**src/hw/rtl/i2c_master_transaction_sequencer_unit_assert.svh**
```systemverilog
// Assertion macros for the transaction sequencer
`ifndef I2C_MASTER_TRANSACTION_SEQUENCER_UNIT_ASSERT_SVH
`define I2C_MASTER_TRANSACTION_SEQUENCER_UNIT_ASSERT_SVH

// implication checked on every clock, off during reset
`define IMTS_ASSERT_IMP(label, clk, rst, ante, cons, msg) \
   label: assert property (@(posedge clk) disable iff (rst) (ante) |-> (cons)) \
      else $error(msg);

// implication whose consequent is checked in the cycle after the antecedent
`define IMTS_ASSERT_NEXT(label, clk, rst, ante, cons, msg) \
   label: assert property (@(posedge clk) disable iff (rst) (ante) |=> (cons)) \
      else $error(msg);

`endif

```
**src/hw/rtl/imts_pkg.sv**
```systemverilog
package imts_pkg;

   localparam int NumSlotsDefault = 16;
   localparam int MaxBytesDefault = 32;
   localparam logic [7:0] TimeoutReset = 8'd20;
   localparam int QueueDepth = 2;

   typedef enum logic [2:0] {
      OP_ADD    = 3'd0,
      OP_LOAD   = 3'd1,
      OP_READ   = 3'd2,
      OP_POST   = 3'd3,
      OP_STATUS = 3'd4,
      OP_TICK   = 3'd5,
      OP_QUERY  = 3'd6,
      OP_CLEAR  = 3'd7
   } op_type;

   typedef enum logic [2:0] {
      CMD_NONE    = 3'd0,
      CMD_START   = 3'd1,
      CMD_SEND    = 3'd2,
      CMD_RX_ACK  = 3'd3,
      CMD_RX_NACK = 3'd4,
      CMD_STOP    = 3'd5,
      CMD_IDLE    = 3'd6
   } cmd_type;

   localparam logic [5:0] FL_TIMEOUT   = 6'h01;
   localparam logic [5:0] FL_PROG      = 6'h02;
   localparam logic [5:0] FL_WA_NACK   = 6'h04;
   localparam logic [5:0] FL_RA_NACK   = 6'h08;
   localparam logic [5:0] FL_DATA_NACK = 6'h10;
   localparam logic [5:0] FL_BUS       = 6'h20;

   localparam logic [7:0] ST_START     = 8'h08;
   localparam logic [7:0] ST_RESTART   = 8'h10;
   localparam logic [7:0] ST_WA_ACK    = 8'h18;
   localparam logic [7:0] ST_WA_NACK   = 8'h20;
   localparam logic [7:0] ST_WD_ACK    = 8'h28;
   localparam logic [7:0] ST_WD_NACK   = 8'h30;
   localparam logic [7:0] ST_ARB_LOST  = 8'h38;
   localparam logic [7:0] ST_RA_ACK    = 8'h40;
   localparam logic [7:0] ST_RA_NACK   = 8'h48;
   localparam logic [7:0] ST_RD_ACK    = 8'h50;
   localparam logic [7:0] ST_RD_NACK   = 8'h58;

   // decoded transaction handed from the front end to the back end
   typedef struct packed {
      op_type     op;
      logic [3:0] slot;
      logic [7:0] addr_byte;
      logic [5:0] length;
      logic [4:0] byte_index;
      logic [7:0] data;
      logic [7:0] status;
   } item_type;

   typedef enum logic [3:0] {
      ST_IDLE,
      ST_DECODE,
      ST_ADD_SCAN,
      ST_POST_SCAN,
      ST_CLEAR_SCAN,
      ST_ADV_SCAN,
      ST_RD_WAIT,
      ST_TX_WAIT,
      ST_RESPOND
   } seq_state_type;

endpackage

```
**src/hw/rtl/imts_front.sv**
```systemverilog
module imts_front (
   input  logic                clock,
   input  logic                reset,
   input  logic                req_valid,
   input  logic [2:0]          req_op,
   input  logic [3:0]          req_slot,
   input  logic [6:0]          req_target_address,
   input  logic                req_read_mode,
   input  logic [5:0]          req_length,
   input  logic [4:0]          req_byte_index,
   input  logic [7:0]          req_data,
   input  logic [7:0]          req_status,
   output logic                full,
   output logic                q_valid,
   output imts_pkg::item_type  q_item,
   input  logic                q_pop
);

   localparam int Depth = imts_pkg::QueueDepth;

   imts_pkg::item_type fifo_ff [Depth];
   logic                 rd_ptr_ff, rd_ptr_in;
   logic                 wr_ptr_ff, wr_ptr_in;
   logic [1:0]           count_ff, count_in;
   imts_pkg::item_type   item;
   logic                 push;

   // classify: form the address byte, mask status low bits
   always_comb begin
      item.op         = imts_pkg::op_type'(req_op);
      item.slot       = req_slot;
      item.addr_byte  = {req_target_address, req_read_mode};
      item.length     = req_length;
      item.byte_index = req_byte_index;
      item.data       = req_data;
      item.status     = {req_status[7:3], 3'b000};
   end

   assign push    = req_valid && !full;
   assign full    = (count_ff == 2'(Depth));
   assign q_valid = (count_ff != 2'd0);
   assign q_item  = fifo_ff[rd_ptr_ff];

   always_comb begin
      rd_ptr_in = rd_ptr_ff;
      wr_ptr_in = wr_ptr_ff;
      count_in  = count_ff;
      if (push) begin
         wr_ptr_in = ~wr_ptr_ff;
      end
      if (q_pop) begin
         rd_ptr_in = ~rd_ptr_ff;
      end
      count_in = count_ff + 2'(push) - 2'(q_pop);
   end

   always_ff @(posedge clock) begin
      if (reset) begin
         rd_ptr_ff <= 1'b0;
         wr_ptr_ff <= 1'b0;
         count_ff  <= 2'd0;
      end else begin
         rd_ptr_ff <= rd_ptr_in;
         wr_ptr_ff <= wr_ptr_in;
         count_ff  <= count_in;
      end
   end

   always_ff @(posedge clock) begin
      if (push) begin
         fifo_ff[wr_ptr_ff] <= item;
      end
   end

   `include "i2c_master_transaction_sequencer_unit_assert.svh"

   `IMTS_ASSERT_IMP(a_no_pop_empty, clock, reset, q_pop, q_valid, "pop from empty queue")
   `IMTS_ASSERT_NEXT(a_count_push, clock, reset, push && !q_pop,
      count_ff == $past(count_ff) + 2'd1, "queue count lost a push")
   `IMTS_ASSERT_IMP(a_count_range, clock, reset, 1'b1, count_ff <= 2'(Depth),
      "queue overfilled")

endmodule

```
**config.mk**
```make
export PLATFORM = sky130hd
export DESIGN_NAME = imts_front
export DESIGN_NICKNAME = d
export VERILOG_FILES = /design/src/hw/rtl/imts_pkg.sv /design/src/hw/rtl/imts_front.sv
export VERILOG_INCLUDE_DIRS = /design/src /design/src/hw/rtl
export SDC_FILE = /design/constraint.sdc
export NUM_CORES = 1
export LEC_CHECK = 0
export ABC_AREA = 1
export BUFFER_PORTS_ARGS = -buffer_cell sky130_fd_sc_hd__clkbuf_2
export CAP_MARGIN = 20
export CORE_MARGIN = 2
export CORE_UTILIZATION = 51
export DETAILED_ROUTE_END_ITERATION = 10
export PLACE_DENSITY = 0.77
export SYNTH_ARGS = -nofsm -noshare
export SYNTH_HDL_FRONTEND = slang
export SYNTH_SLANG_ARGS = --single-unit
```
**constraint.sdc**
```tcl
create_clock -name clock -period 3.76 [get_ports clock]
set_input_delay 0 -clock clock [delete_from_list [all_inputs] [get_ports clock]]
set_output_delay 0 -clock clock [all_outputs]
set_load 0.01 [all_outputs]
```
==> Word level (Yosys, flattened, before mapping) <==
Memory sizes are Yosys's and may differ from the RTL's. A register that Yosys moved wholly into a read port is not among the register bits.
Cells that the tools add are included.
{ "word_totals": {"out_inout_bits": 44, "memories": 1, "reg_bits": 4, "ram_bits": 78} }
{ "mem_list": {"columns": ["memory", "words", "word_bits", "read_ports", "rd_ports_with_merged_regs", "wr", "line", "source"], "rows": [
  ["fifo_ff", 2, 39, 1, 1, 1, "imts_front.sv:21", "imts_pkg::item_type fifo_ff [Depth];"]
]} }
{ "classes": {"mux": 4, "eq_ne": 1, "reduce_logical": 3, "n_addsub": 2, "bitwise": 2} }
{ "op_table": {"columns": ["operator", "count"], "rows": [
  ["two-way mux 1 bit", 4],
  ["adder 2 x 1 -> 2 bit", 1],
  ["equality test 2 bit, second input constant", 1],
  ["NOT 1 bit", 2],
  ["nonzero test 2 bit", 1],
  ["subtractor 2 x 1 -> 2 bit", 1],
  ["logical AND 1 bit", 1],
  ["zero test 1 bit", 1]
]} }

==> Depth between registers and ports, before layout <==
{ "logic_depth": {"ltp_word": 5, "depth_mapped": 11, "ltp_nobuf": 11} }

==> Worst setup path after synthesis <==
OpenSTA, ideal clock, no wires.
{ "synth_timing": {"path_type": "register -> register", "from": "reg count_ff[0]", "to": "mem fifo_ff[0][0] in the netlist's numbering (enable)", "synth_period_minus_slack_ns": 2.613, "path_buffers": 0, "arrival_ns": 2.178, "stages_incl_launch_ff": 5, "t_required_ns": 3.325, "setup_ns": 0.435, "setup_slack_ns": 1.147, "path_cell_list": "dfxtp_1 -> inv_1 -> nand2_1 -> nand2_1 -> nor2_1"} }
{ "synth_via": {"elab_chain_len": 5} }
{ "synth_rtl": {"columns": ["item", "line", "source"], "rows": [
  ["start, declared", "imts_front.sv:24", "logic [1:0] count_ff, count_in;"],
  ["start signal, assigned", "imts_front.sv:65", "count_ff <= count_in;"],
  ["equality test 2 bit", "imts_front.sv:40", "assign full = (count_ff == 2'(Depth));"],
  ["zero test 1 bit", "imts_front.sv:39", "assign push = req_valid && !full;"],
  ["logical AND 1 bit", "imts_front.sv:39", null],
  ["two-way mux 1 bit", "imts_front.sv:70", "if (push) begin"],
  ["two-way mux 1 bit (not written as such)", "imts_front.sv:71", "fifo_ff[wr_ptr_ff] <= item;"],
  ["end, declared", "imts_front.sv:21", null]
]} }
No other way between the ends.

==> metrics.yaml <==
first_global_vias: 1847
cts_made_buffers: 9
die_width_um: 82.21
crit_chain: "mux2_2, clkbuf_2"
final_nets: 340
rows: 28
synthSimpleGateAreaFrac: 0.01885
ant_nets: 0
grt_antenna_before_repair: 0
clock.fmax_mhz: 519.2
synth_seq_area_share: 0.7830
viasPerCell: 4.747
worstRegToRegCells: 5
cp.arrival_ns: 1.93
ir_drop_uv: 342.2
n_antenna_cell: 0
insertion_delay_ns: 0.33
avgSynthCellArea_um2: 19.74
rsz0062_at_grt: "no"
drt-initial-drc-count: 66
holdPathStages: 2
yosys.area.top_type_share: 0.7509
fin_crit_ns: 1.926
skew_ns: 0.004044
timing.rr.start: "count_ff[0]$_SDFF_PP0_"
r2r_end: "fifo_ff[1][0]$_DFFE_PP_"
drive_gt1_frac: 0.4680
endpoint_kind: "output pin"
worstPathRequired_ns: 3.76
synth.area.top_cells: "edfxtp_1 75%, mux2_2 10%, mux2_4 4.8%"
clk_pin_slew_ns: 0.08
instances_no_fill: 372
cts-root-buf: "clkbuf_8"
grt_max_degree: 40
syn_inst: 158
wl_per_cell_um: 14.44
cts_tree: "yes"
status: "finished, final reports clean"
synth_mux_area_frac: 0.1528
grt_usage: 0.1707
final_util: 0.7132
synth_top_family_by_area: "multiplexers"
cts_buffer_depth: 2
tightest_slew_ns: 1.041
powerDensity_nw_per_um2: 485.4
synth_compound_area_frac: 0.003209
yosys.area.top_type: "edfxtp_1"
slew_headroom: 0.3058
synth_cell_types: 15
gp_congestion: 0.7095
finalSetupTns_ns: 0
reg2reg_slack_ns: 1.84
grt_pass1_wl_um: 8314
coreArea_um2: 5921
synthesis.area_um2: 3119
dr.pass1.iters: 2
leakage_nw: 1.689
synth_seq_cells: 83
synth_fa_ha_area_frac: 0.008022
finalMaxSlewViolations: 0
hold_path_class: "input port to flop"
period_share: 0.5122
hold_violations: 0
htree_num_levels: 3
portBuffers: 83
start_kind: "flop"
cp_max_fo: 39
die_area_um2: 6758
slowest_stage: "dfxtp_2"
critical_path_class: "flop to output pin"
synth-xor-area-share: 0.002808
grt.overflow.total: 0
path_delay_family: "flip-flops"
routed_wl_um: 5372
drc_errors: 0
yosysWarnings: 0
fp.dieH_um: 82.21
cap_violations: 0
ios: 90
hold_end: "fifo_ff[0][26]$_DFFE_PP_"
setup_viol: 0
path_buf_inv: 1
dp_cells: 313
worstHoldStart: "req_target_address[1]"
vias: 1766
area_growth_pct: 35.38
cts_sinks: 83
place_hpwl_um: 3209
initial_core_util: 0.5268
cp_slowest_stage_delay_ns: 1.02
==> cells in the final DEF, fill, tap and decap left out, types with 2 or more instances in the layout <==
| cell | instances |
|---|---|
| conb_1 | 3 |
| clkbuf_8 | 9 |
| nand3_1 | 2 |
| mux2_2 | 29 |
| dlygate4sd3_1 | 43 |
| mux2_4 | 10 |
| a21oi_1 | 2 |
| nand2_1 | 7 |
| edfxtp_1 | 78 |
| clkinv_1 | 3 |
| inv_1 | 7 |
| ha_1 | 2 |
| clkbuf_2 | 83 |
| clkinv_2 | 2 |
| nor2_1 | 5 |
| dfxtp_1 | 4 |
==> cells in the mapped netlist (all sizes together) <==
| cell type | count |
|---|---|
| inv | 8 |
| mux2 | 39 |
| ha | 2 |
| conb | 1 |
| nor2 | 6 |
| a21oi | 2 |
| xnor2 | 1 |
| nand3 | 2 |
| buf | 7 |
| edfxtp | 78 |
| dfxtp | 5 |
| nand2 | 7 |
==> flip-flops by register name, indices dropped and copies added (netlist names), named ones only <==
register and count:
rd_ptr_ff 1, count_ff 2, fifo_ff 78, wr_ptr_ff 1
==> worst reg2reg max path, cell delays in order, from the launching register on <==
cell	delay [ns]
dfxtp_1	0.32
inv_1	0.07
nand2_1	0.11
nand3_1	0.12
clkinv_1	0.55
buf_4	0.48
==> worst max path at each step <==
stage                           start                       end  slack (ns)  depth (start not counted)
3_5_place_dp   count_ff[0]$_SDFF_PP0_  fifo_ff[1][25]$_DFFE_PP_        1.80                          5
5_1_grt        count_ff[0]$_SDFF_PP0_  fifo_ff[1][38]$_DFFE_PP_        1.70                          5
4_1_cts        count_ff[0]$_SDFF_PP0_  fifo_ff[1][38]$_DFFE_PP_        1.79                          5
3_3_place_gp   count_ff[0]$_SDFF_PP0_  fifo_ff[1][13]$_DFFE_PP_        1.84                          5
6_report                         flop                 q_item[8]        1.83                          2
2_1_floorplan  count_ff[0]$_SDFF_PP0_   fifo_ff[0][0]$_DFFE_PP_        1.15                          4
==> cells by family after synthesis <==
kind of cell | Yosys count
mux | 39
fa+ha+maj | 2
buf+inv | 15
compound gates | 2
other cells | 1
simple gates | 15
flops | 83
xor+xnor | 1
==> layout make-up <==
class | instances | area (µm²)
Tap cell | 75 | 93.84
Clock inverter | 6 | 56.30
Fill cell | 408 | 1698
Sequential cell | 83 | 2444
Inverter | 8 | 30.03
Clock buffer | 10 | 127.6
Multi-Input combinational cell | 62 | 598.1
Timing Repair Buffer | 128 | 873.3
==> per-layer routing <==
| metal | global-route usage | wire [µm] | vias up | part of all wire |
|---|---|---|---|---|
| met5 | 0 | 0 | - | 0 |
| met4 | 0.09167 | 115 | 0 | 0.021 |
| met3 | 0.03696 | 254 | 11 | 0.047 |
| met2 | 0.3113 | 2992 | 49 | 0.56 |
| met1 | 0.1832 | 2010 | 850 | 0.37 |
| li1 | - | - | 856 | - |
==> where the power goes <==
group | total [mW] | leakage, nW | internal, mW | switching, mW
clock | 0.594 | 0.0951 | 0.302 | 0.292
sequential | 1.14 | 0.768 | 1.10 | 0.0372
combinational | 0.316 | 0.826 | 0.166 | 0.150
total | 2.05 | 1.69 | 1.57 | 0.479
==> per-stage QoR <==
| step | cell area (µm²) | setup slack, ns | power [mW] | hold WS (ns) |
|---|---|---|---|---|
| after floorplan | 3127 | 1.147 | 1.327 | 0.07122 |
| after CTS | 4223 | 1.787 | 2.070 | 0.3730 |
| after detailed placement | 3608 | 1.803 | 1.444 | 0.1924 |
| final | 4223 | 1.834 | 2.050 | 0.3881 |
| after global routing | 4223 | 1.704 | 2.140 | 0.3871 |
| after global placement | 3588 | 1.837 | 1.428 | 0.1895 |
==> repair_timing <==
item                                   CTS  global route
buffers inserted                         0             0
endpoints found under the hold margin   83             0
resized for setup                        0             0
hold buffers                            43             0
Note: power is estimated with default switching activity, not from simulation.
